==> config.mk <==
export PLATFORM = sky130hd
export DESIGN_NAME = serial_setting_command_parser_core_flat
export DESIGN_NICKNAME = d
export VERILOG_FILES = /design/src/sv/sscp_pkg.sv /design/src/sv/sscp_if.sv /design/src/sv/serial_setting_command_parser_core.sv /design/src/flat_wrapper.sv
export SDC_FILE = /design/constraint.sdc
export NUM_CORES = 1
export LEC_CHECK = 0
export BUFFER_PORTS_ARGS = -buffer_cell sky130_fd_sc_hd__buf_2
export CAP_MARGIN = 30
export CORE_MARGIN = 2
export CORE_UTILIZATION = 40
export CTS_CLUSTER_DIAMETER = 30
export DETAILED_ROUTE_END_ITERATION = 10
export PLACE_DENSITY = 0.69
export SYNTH_ARGS = -nofsm -noshare
export SYNTH_HDL_FRONTEND = slang
export SYNTH_SLANG_ARGS = --single-unit
==> constraint.sdc <==
create_clock -name i_clk -period 4.1 [get_ports i_clk]
set_input_delay 0.82 -clock i_clk [delete_from_list [all_inputs] [get_ports i_clk]]
set_output_delay 0.82 -clock i_clk [all_outputs]
set_load 0.01 [all_outputs]
==> src/sv/sscp_pkg.sv <==
// ============================================================================
// sscp_pkg
// Shared types, character codes and helper functions for the serial
// setting command parser.
// ============================================================================
package sscp_pkg;

    // Command letters (ASCII)
    localparam logic [7:0] CMD_V = 8'h56;  // average speed
    localparam logic [7:0] CMD_D = 8'h44;  // derivative gain
    localparam logic [7:0] CMD_P = 8'h50;  // proportional gain
    localparam logic [7:0] CMD_I = 8'h49;  // info, no effect here
    localparam logic [7:0] CMD_T = 8'h54;  // drive timing
    localparam logic [7:0] CMD_S = 8'h53;  // system codes
    localparam logic [7:0] CMD_X = 8'h58;  // offsets

    localparam logic [7:0] CHAR_0 = 8'h30;
    localparam logic [7:0] CHAR_9 = 8'h39;

    // S codes as {tens, units} BCD
    localparam logic [7:0] S_SAVE   = 8'h15;
    localparam logic [7:0] S_RUN    = 8'h20;
    localparam logic [7:0] S_STOP   = 8'h25;
    localparam logic [7:0] S_COLOR0 = 8'h50;
    localparam logic [7:0] S_COLOR1 = 8'h55;

    localparam logic [7:0] OFFSET_STEP = 8'd20;
    localparam logic [7:0] OFFSET_BIAS = 8'd100;  // 20 * 5
    localparam logic [6:0] TENS_WEIGHT = 7'd10;

    localparam int VAL_W = 7;
    localparam int OFS_W = 8;

    typedef struct packed {
        logic [VAL_W-1:0]        speed;
        logic [VAL_W-1:0]        prop;
        logic [VAL_W-1:0]        deriv;
        logic [VAL_W-1:0]        drive;
        logic signed [OFS_W-1:0] offset_x;
        logic signed [OFS_W-1:0] offset_y;
        logic                    run;
        logic                    color;
    } t_settings;

    typedef struct packed {
        t_settings set;
        logic      save;
        logic      report;
    } t_result;

    function automatic logic is_cmd(input logic [7:0] c);
        return (c == CMD_V) || (c == CMD_D) || (c == CMD_P) || (c == CMD_I) ||
               (c == CMD_T) || (c == CMD_S) || (c == CMD_X);
    endfunction

    function automatic logic is_digit(input logic [7:0] c);
        return (c >= CHAR_0) && (c <= CHAR_9);
    endfunction

    // 20*(d-5), two's complement
    function automatic logic signed [OFS_W-1:0] offset_of(input logic [3:0] d);
        logic [7:0] prod;
        prod = {4'b0000, d} * OFFSET_STEP;
        return signed'(prod - OFFSET_BIAS);
    endfunction

endpackage

==> src/sv/sscp_if.sv <==
// ============================================================================
// sscp_if
// Valid/ready channels: received byte in, settings word out.
// ============================================================================
interface sscp_byte_if;
    logic       valid;
    logic       ready;
    logic [7:0] rx_byte;

    modport source (output valid, output rx_byte, input ready);
    modport sink   (input valid, input rx_byte, output ready);
endinterface

interface sscp_set_if;
    logic                                 valid;
    logic                                 ready;
    logic [sscp_pkg::VAL_W-1:0]           speed_setting;
    logic [sscp_pkg::VAL_W-1:0]           prop_gain;
    logic [sscp_pkg::VAL_W-1:0]           deriv_gain;
    logic [sscp_pkg::VAL_W-1:0]           drive_setting;
    logic signed [sscp_pkg::OFS_W-1:0]    offset_x;
    logic signed [sscp_pkg::OFS_W-1:0]    offset_y;
    logic                                 run_enable;
    logic                                 line_color;
    logic                                 save_pulse;
    logic                                 report_request;

    modport source (
        output valid, output speed_setting, output prop_gain, output deriv_gain,
        output drive_setting, output offset_x, output offset_y, output run_enable,
        output line_color, output save_pulse, output report_request,
        input ready
    );
    modport sink (
        input valid, input speed_setting, input prop_gain, input deriv_gain,
        input drive_setting, input offset_x, input offset_y, input run_enable,
        input line_color, input save_pulse, input report_request,
        output ready
    );
endinterface

==> src/sv/serial_setting_command_parser_core.sv <==
// ============================================================================
// serial_setting_command_parser_core
// Frames received ASCII bytes into letter+two-digit commands and keeps the
// resulting settings; emits one settings word per received byte.
// ============================================================================
// The settings word for an accepted byte is registered onto o_set in the next cycle.
// Throughput: 1 byte per cycle; the only limit is the output register,
//   which refills in the cycle it is taken (ready = out empty or taken).
// Reset (i_rst_n low, synchronous): frame position, captured bytes and all
//   settings go to zero; the output register is emptied.
// ============================================================================
module serial_setting_command_parser_core (
    input  logic               i_clk,
    input  logic               i_rst_n,
    sscp_byte_if.sink          i_rx,
    sscp_set_if.source         o_set
);

    // ------------------------------------------------------------------
    // State
    // ------------------------------------------------------------------
    logic [1:0]           r_pos, n_pos;        // byte position in frame, wraps 0..3
    logic [7:0]           r_first, n_first;    // command letter slot
    logic [7:0]           r_second, n_second;  // tens digit slot
    sscp_pkg::t_settings  r_set, n_set;        // held settings
    logic                 r_out_valid;
    sscp_pkg::t_result    r_out, n_out;        // registered result word

    logic       accept;
    logic [7:0] b;
    logic       b_cmd;
    logic [1:0] pos_eff;
    logic       frame_ok;
    logic [3:0] td;
    logic [3:0] ud;
    logic [6:0] val;
    logic       save;
    logic       report;

    // Output register frees up in the same cycle it is taken.
    assign i_rx.ready = !r_out_valid || o_set.ready;
    assign accept     = i_rx.valid && i_rx.ready;

    assign b      = i_rx.rx_byte;
    assign b_cmd  = sscp_pkg::is_cmd(b);
    // A command letter always restarts the frame.
    assign pos_eff = b_cmd ? 2'd0 : r_pos;

    // Digits are 0x30..0x39, so the low nibble is the value.
    assign td  = r_second[3:0];
    assign ud  = b[3:0];
    assign val = 7'({3'b000, td} * sscp_pkg::TENS_WEIGHT) + {3'b000, ud};

    assign frame_ok = sscp_pkg::is_cmd(r_first) && sscp_pkg::is_digit(r_second)
                      && sscp_pkg::is_digit(b);

    // ------------------------------------------------------------------
    // Frame capture and decode
    // ------------------------------------------------------------------
    always_comb begin
        n_pos    = pos_eff + 2'd1;
        n_first  = r_first;
        n_second = r_second;
        n_set    = r_set;
        save     = 1'b0;
        report   = 1'b0;

        unique case (pos_eff)
            2'd0: begin
                n_first = b;
            end
            2'd1: begin
                n_second = b;
            end
            2'd2: begin
                if (frame_ok) begin
                    unique case (r_first)
                        sscp_pkg::CMD_V: begin
                            n_set.speed = val;
                            report      = 1'b1;
                        end
                        sscp_pkg::CMD_P: begin
                            n_set.prop = val;
                            report     = 1'b1;
                        end
                        sscp_pkg::CMD_D: begin
                            n_set.deriv = val;
                            report      = 1'b1;
                        end
                        sscp_pkg::CMD_T: begin
                            n_set.drive = val;
                            report      = 1'b1;
                        end
                        sscp_pkg::CMD_X: begin
                            // units digit sets X, tens digit sets Y
                            n_set.offset_x = sscp_pkg::offset_of(ud);
                            n_set.offset_y = sscp_pkg::offset_of(td);
                        end
                        sscp_pkg::CMD_S: begin
                            unique case ({td, ud})
                                sscp_pkg::S_SAVE: begin
                                    save   = 1'b1;
                                    report = 1'b1;
                                end
                                sscp_pkg::S_RUN: begin
                                    n_set.run = 1'b1;
                                    report    = 1'b1;
                                end
                                sscp_pkg::S_STOP: begin
                                    n_set.run = 1'b0;
                                    report    = 1'b1;
                                end
                                sscp_pkg::S_COLOR0: begin
                                    n_set.color = 1'b0;
                                end
                                sscp_pkg::S_COLOR1: begin
                                    n_set.color = 1'b1;
                                end
                                default: begin
                                    // other S codes are quiet
                                end
                            endcase
                        end
                        default: begin
                            // I: no effect
                        end
                    endcase
                end
            end
            default: begin
                // fourth byte is dropped
            end
        endcase

        n_out.set    = n_set;
        n_out.save   = save;
        n_out.report = report;
    end

    // ------------------------------------------------------------------
    // Registers
    // ------------------------------------------------------------------
    always_ff @(posedge i_clk) begin
        if (!i_rst_n) begin
            r_pos       <= '0;
            r_first     <= '0;
            r_second    <= '0;
            r_set       <= '0;
            r_out_valid <= 1'b0;
        end else begin
            if (accept) begin
                r_pos    <= n_pos;
                r_first  <= n_first;
                r_second <= n_second;
                r_set    <= n_set;
            end
            if (accept) begin
                r_out_valid <= 1'b1;
            end else if (o_set.ready) begin
                r_out_valid <= 1'b0;
            end
        end
    end

    // Payload register, no reset needed
    always_ff @(posedge i_clk) begin
        if (accept) begin
            r_out <= n_out;
        end
    end

    // ------------------------------------------------------------------
    // Output
    // ------------------------------------------------------------------
    assign o_set.valid          = r_out_valid;
    assign o_set.speed_setting  = r_out.set.speed;
    assign o_set.prop_gain      = r_out.set.prop;
    assign o_set.deriv_gain     = r_out.set.deriv;
    assign o_set.drive_setting  = r_out.set.drive;
    assign o_set.offset_x       = r_out.set.offset_x;
    assign o_set.offset_y       = r_out.set.offset_y;
    assign o_set.run_enable     = r_out.set.run;
    assign o_set.line_color     = r_out.set.color;
    assign o_set.save_pulse     = r_out.save;
    assign o_set.report_request = r_out.report;

    // ------------------------------------------------------------------
    // Assertions
    // ------------------------------------------------------------------
    a_save_reports: assert property (@(posedge i_clk) disable iff (!i_rst_n)
        (o_set.valid && o_set.save_pulse) |-> o_set.report_request)
        else $error("save pulse without report request");

    a_letter_restarts: assert property (@(posedge i_clk) disable iff (!i_rst_n)
        (accept && b_cmd) |=> (r_pos == 2'd1) && (r_first == $past(b)))
        else $error("command letter did not restart frame");

    a_settings_hold: assert property (@(posedge i_clk) disable iff (!i_rst_n)
        !accept |=> $stable(r_set) && $stable(r_pos))
        else $error("state changed without an accepted byte");

    a_no_overrun: assert property (@(posedge i_clk) disable iff (!i_rst_n)
        (r_out_valid && !o_set.ready) |-> !i_rx.ready)
        else $error("input taken while result stalled");

    a_out_matches_state: assert property (@(posedge i_clk) disable iff (!i_rst_n)
        accept |=> (r_out.set == r_set))
        else $error("result word does not match held settings");

endmodule
==> src/flat_wrapper.sv <==
// flat-port wrapper written by rule: the top's interface ports become plain ports
module serial_setting_command_parser_core_flat 
  (i_clk, i_rst_n, i_rx_valid, i_rx_rx_byte, i_rx_ready, o_set_valid, o_set_speed_setting, o_set_prop_gain, o_set_deriv_gain, o_set_drive_setting, o_set_offset_x, o_set_offset_y, o_set_run_enable, o_set_line_color, o_set_save_pulse, o_set_report_request, o_set_ready);
  sscp_byte_if i_rx_i ();
  sscp_set_if o_set_i ();
  input  logic i_clk;
  input  logic i_rst_n;
  input wire logic [$bits(i_rx_i.valid)-1:0] i_rx_valid;
  input wire logic [$bits(i_rx_i.rx_byte)-1:0] i_rx_rx_byte;
  output wire logic [$bits(i_rx_i.ready)-1:0] i_rx_ready;
  output wire logic [$bits(o_set_i.valid)-1:0] o_set_valid;
  output wire logic [$bits(o_set_i.speed_setting)-1:0] o_set_speed_setting;
  output wire logic [$bits(o_set_i.prop_gain)-1:0] o_set_prop_gain;
  output wire logic [$bits(o_set_i.deriv_gain)-1:0] o_set_deriv_gain;
  output wire logic [$bits(o_set_i.drive_setting)-1:0] o_set_drive_setting;
  output wire logic [$bits(o_set_i.offset_x)-1:0] o_set_offset_x;
  output wire logic [$bits(o_set_i.offset_y)-1:0] o_set_offset_y;
  output wire logic [$bits(o_set_i.run_enable)-1:0] o_set_run_enable;
  output wire logic [$bits(o_set_i.line_color)-1:0] o_set_line_color;
  output wire logic [$bits(o_set_i.save_pulse)-1:0] o_set_save_pulse;
  output wire logic [$bits(o_set_i.report_request)-1:0] o_set_report_request;
  input wire logic [$bits(o_set_i.ready)-1:0] o_set_ready;
  assign i_rx_i.valid = i_rx_valid;
  assign i_rx_i.rx_byte = i_rx_rx_byte;
  assign i_rx_ready = i_rx_i.ready;
  assign o_set_valid = o_set_i.valid;
  assign o_set_speed_setting = o_set_i.speed_setting;
  assign o_set_prop_gain = o_set_i.prop_gain;
  assign o_set_deriv_gain = o_set_i.deriv_gain;
  assign o_set_drive_setting = o_set_i.drive_setting;
  assign o_set_offset_x = o_set_i.offset_x;
  assign o_set_offset_y = o_set_i.offset_y;
  assign o_set_run_enable = o_set_i.run_enable;
  assign o_set_line_color = o_set_i.line_color;
  assign o_set_save_pulse = o_set_i.save_pulse;
  assign o_set_report_request = o_set_i.report_request;
  assign o_set_i.ready = o_set_ready;
  serial_setting_command_parser_core u_core (.i_clk(i_clk), .i_rst_n(i_rst_n), .i_rx(i_rx_i), .o_set(o_set_i));
endmodule
# == After elaboration in Yosys (flattened, before gate mapping) ==
# Index checks and enable logic that the tools add are counted.
# word_totals
output_inout_bits,50
ff_bits,113
inputBits,12
wordCells,97
# classes
magnitude_cmp,4
addsub,4
multipliers,3
eq_ne,21
muxes,16
reduce_logical,27
# ops
op,n
8-bit by 7-bit equality test with 1-bit output (second input constant),16
46-bit two-way mux,2
7-bit two-way mux,4
4-bit by 3-bit multiplier with 6-bit output (second input constant),3
8-bit by 6-bit equality test with 1-bit output (second input constant),2
8-bit by 6-bit >= comparator with 1-bit output (second input constant),2
8-bit by 6-bit <= comparator with 1-bit output (second input constant),2
16-bit two-way mux,1
8-bit by 7-bit subtractor with 8-bit output (second input constant),2
1-bit logical OR,13
8-bit by 5-bit equality test with 1-bit output (second input constant),1
7-bit by 4-bit adder with 7-bit output,1
1-bit one-hot mux with 2 select lines,3
2-bit AND reduction,3
1-bit logical AND,5
1-bit two-way mux,4
2-bit two-way mux,2
4-bit OR reduction,1
3-bit AND reduction,1
3-bit OR reduction,1
2-bit by 1-bit adder with 2-bit output (second input constant),1
2-bit by 1-bit equality test with 1-bit output (second input constant),1
2-bit equality test (second input constant),1
2-bit zero test,1
2 further kinds,2

# == Longest topological paths before layout ==
# logic_depth
depth_word,11
ltp_mapped,14
mapped_depth_nobuf,12

# == Least setup slack after synthesis ==
# OpenSTA, ideal clock, no wires.
# synth_timing
path_type,input to register
start,input port o_set_ready
end,register u_core.r_pos[0]
slack_ps,640
t_required_ps,4007
setup_ps,93
t_arrival_ps,3368
cell_stages,7
n_path_buf,2
cell_sequence,nand2b_1 > nand2_1 > inv_1 > clkbuf_1 > buf_1 > o21ai_0 > a31oi_1
# synth_via
elab_chain_len,2
# synth_lines
element,line_no,text
start: declaration,flat_wrapper.sv:22,input wire logic [$bits(o_set_i.ready)-1:0] o_set_ready;
1-bit logical OR,serial_setting_command_parser_core.sv:41,assign i_rx.ready = !r_out_valid || o_set.ready;
1-bit logical AND,serial_setting_command_parser_core.sv:42,assign accept = i_rx.valid && i_rx.ready;
named net u_core.accept,serial_setting_command_parser_core.sv:29,logic accept;
end signal: assignment,serial_setting_command_parser_core.sv:152,r_pos <= n_pos;
end: declaration,serial_setting_command_parser_core.sv:22,"logic [1:0] r_pos, n_pos;"
# The timed path passes the listed nets, and every way through them passes these cells.
# A chain may end at the register's enable or synchronous reset.

==> results list <==
- Drt total wl: around 12,000 µm
* DRC marker count from the first detailed-route iteration: about 270
* Height of the chip: between 100 and 150 µm
- Final design instance area without fill: about 0.0064 mm²
* Commonest non-fill, non-tap cells in the layout: nand2_1, dfxtp_1, buf_2, edfxtp_1, o21ai_0
* Worst slack on hold paths: ~0.46 ns
* Number of distinct library cells after synthesis: 53
* First-pass GRT wire length: about 19,000 µm
- IR analysis of the VDD net gives a maximum drop of approximately 230 µV.
* Total number of vias: ~3.9k
* Register area share after synthesis: about 51%
- Across the whole layout, storage elements account for 0.00274 mm².
- In this run, synthesis produced a sequential element count of 113.
- After filler insertion, the fill cell instance count of the layout stands at ~1.2k.
- The number of max-slew violations in the final report is 0.
* Largest area contributor in the synthesized netlist: edfxtp_1
- TritonCTS clock tree: done
- Placed inst area: ~0.0058 mm²
- Relative slew slack: a little over a third
* H-tree depth reported by CTS: 4
- Data on the critical path is required at its endpoint by roughly 4.3 ns.
- The initial antenna violation count is 0.
- Post-synth top area share: between 20% and 30%
- Hold Vio Cnt, Final: 0
* Hold buffer count at cts: 0
* Number of global-route vias before repair: approximately 3.8k
- Count of flip-flops with a built-in enable after synthesis: 48
* Pre-Repair DR Iteration Count: 4
* Sink of the worst hold path: u_core.r_set[12]$_SDFFE_PN0P_
* Number of nets in the layout: 600
- Worst setup margin: between 0.5 and 0.6 ns
* Crit Path Category: in -> reg
* Clock period minus final worst setup slack: around 3.5 ns
- R2r setup slk: 1.08 ns
* RD Place Congestion: 0.832
* Top post-synthesis cells by area: edfxtp_1, dfxtp_1, nand2_1, mux2i_1, ha_1
- Antenna diodes: 0
- Cts bufs inserted: 17
- Dividing total power by cell area gives a power density of around 450 mW/mm².
* Data arrival time of the critical path: roughly 3.7 ns
- Post-detailed-route wirelength per cell: 15.5 µm
- Effective utilization at floorplan: 40.7%
* Share of cells above drive strength 1: between 20% and 30%
* Commonest non-fill, non-tap cell in the layout: nand2_1
- Number of primary I/O pins: 62
- For this design, the sink count on the clock tree is 113.
* Core Area: around 0.013 mm²
- Instance count along the most critical hold path: 2
* Number of nets with antenna violations after detailed routing: 0
* Capture instance of the worst register-to-register path: u_core.r_set[24]$_SDFFE_PN0P_
* Share of synthesized registers carrying an async set or reset: 0%
* Path depth of the worst reg2reg path: 9
* Final period utilization: between 80% and 90%
- Cell area after synthesis: 0.00535 mm²
- Reported max-cap violation count: 0
* Port Buffers: 61
* Row cnt: between 40 and 50
- Setup repair after global routing left no endpoint under its margin.
- DRC violation count after routing: 0
* Skew final: between 0.006 and 0.007 ns
- In the routed layout, each cell is associated on average with a via count of 5.13.
* Maximum number of pins on one net before global-route repair: 58
* Overall die width: 120 µm
- Derived from the worst setup path, the maximum achievable clock frequency is around 280 MHz.
* Clk root buf: clkbuf_16
- Post-Syn Area per Cell: about 11 µm²
- Sum of negative setup slack: 0 ns
* Reg-to-reg startpoint: u_core.r_second[3]$_SDFFE_PN0P_
- The worst hold path begins at u_core.r_set[12]$_SDFFE_PN0P_.
- Setup violations remaining at the end of the flow were counted as 0.
- Post-CTS setup repair buffer count: 0
- Synthesis produced a netlist whose cell count is 501.
* Multi-input gate area in the final layout: roughly 0.0025 mm²
- At the pin with the least slew margin, the transition time is roughly 0.96 ns.
- Main synth FF type: dfxtp_1
- Of all nets on the critical path, the largest fanout is 11.
* Type of destination of the critical path: flip-flop
* Net Count, Synth: approximately 540
- For this design the static power due to leakage is ~2.8 nW.
- # resized after CTS: 0
- Clock slew seen by the registers of the worst setup and hold paths: 0.05 ns
- The min-delay analysis places its worst path in the category reg -> reg.
- The die covers 0.0143 mm².
* Count of warnings emitted by yosys: 0
- At the placement stage, the worst setup path has a slack of 0.196 ns.
- Compared with the post-synthesis result, the final layout area differs by 20.5%.
- The later pin in the worst-skew pair is clocked with a latency of around 0.41 ns.
* Run status: finished, final reports clean
- Worst setup SP type: primary input
* GRT Resource Usage Total: 17.1%
* Maximum root-to-sink buffer count: 2
- Final HPWL from detailed placement: between 7000 and 8000 µm
- The total overflow left after global routing is 0.
[worst max-delay path by stage]
stage / start / end / slack (ns) / cells after the start
2_1_floorplan: o_set_ready / u_core.r_pos[0]$_SDFFE_PN0P_ / 0.64 / 7
3_3_place_gp: i_rx_rx_byte[0] / u_core.r_set[6]$_SDFFE_PN0P_ / 0.33 / 14
3_5_place_dp: i_rx_rx_byte[0] / u_core.r_set[6]$_SDFFE_PN0P_ / 0.20 / 14
4_1_cts: i_rx_rx_byte[0] / u_core.r_set[6]$_SDFFE_PN0P_ / 0.63 / 14
5_1_grt: i_rx_rx_byte[0] / u_core.r_set[6]$_SDFFE_PN0P_ / 0.34 / 14
6_report: i_rx_rx_byte[0] / u_core.o_set.drive_setting[6]$_DFFE_PP_ / 0.59 / 12
[synth_stat cells, types with 2 or more instances]
cell type	count
a21boi_0	20
and3_1	6
and4_1	4
o21a_1	5
fa_1	3
nand2b_1	3
o211a_1	6
clkbuf_1	19
inv_1	13
nor2_1	10
and2_1	11
nand4_2	5
dfxtp_1	65
nor3_1	5
nand2_1	94
edfxtp_1	48
o21ai_0	31
mux2i_1	28
nand2_2	2
mux2_2	20
a21oi_1	2
buf_1	2
nor4b_1	3
ha_1	21
nand4_1	4
nand3_1	19
a31oi_1	2
xor2_1	9
o21bai_1	2
xnor2_1	7
buf_2	4
nor4_1	2
nor4_2	3
a21boi_1	2
nand3b_1	3
[logic make-up (layout without fill, tap and decap cells)]
logic type / Yosys count / after routing / share of synthesized area (%)
mux: 48 / 48 / 9.45
fa+ha+maj: 24 / 24 / 6.04
compound gates: 76 / 76 / 9.75
flops: 113 / 113 / 51.3
buf+inv: 39 / 115 / 2.90
simple gates: 185 / 185 / 18.0
xor+xnor: 16 / 16 / 2.62
[sequential cells by signal, summed over array words and instances (netlist names)]
register	cells
u_core.o_set.speed_setting	7
u_core.o_set.drive_setting	7
u_core.o_set.report_request	1
u_core.o_set.deriv_gain	7
u_core.o_set.valid	1
u_core.r_second	8
u_core.r_pos	2
u_core.r_first	8
u_core.o_set.run_enable	1
u_core.o_set.line_color	1
u_core.o_set.offset_y	8
u_core.r_set	46
u_core.o_set.save_pulse	1
u_core.o_set.prop_gain	7
u_core.o_set.offset_x	8
[critical path: stages]
cell and delay (ns):
buf_2 0.24, inv_1 0.17, ha_1 0.27, o21ai_0 0.18
a21oi_1 0.09, o211ai_1 0.21, and2_1 0.16, ha_1 0.15
nand2b_1 0.10, a2111oi_4 0.45, nand4_2 0.40, mux2_2 0.40
[final cells by class]
class / instances / area share (%)
inverter: 13 / 0.757
tap: 176 / 3.42
clock buffer: 24 / 7.98
clock inverter: 8 / 1.49
multi-input combinational: 349 / 38.0
sequential: 113 / 42.5
timing repair buffer: 70 / 5.78
[report_power, final]
part           internal (W)  switching [W]  total (W)
sequential          0.00120      0.0000191    0.00122
clock              0.000997       0.000496    0.00149
combinational     0.0000681       0.000133   0.000201
[stage by stage]
stage | cells | util [%] | power [W]
2_1_floorplan | 501 | - | 0.00137
3_3_place_gp | 721 | 44.4 | 0.00144
3_5_place_dp | 721 | 44.4 | 0.00145
4_1_cts | 753 | 49.1 | 0.00294
5_1_grt | 753 | 49.1 | 0.00302
6_report | 753 | 49.1 | 0.00292
[metal layers]
layer	vias to the layer above	track usage, %	wire length (µm)	part of all wire [%]
met1	1851	21.8	5300	45
li1	1907	-	-	-
met4	0	6.32	215	1.8
met5	-	0	0	0
met2	81	27.8	5650	48
met3	21	4.61	484	4.2
Power figures use the tool's default switching activity.
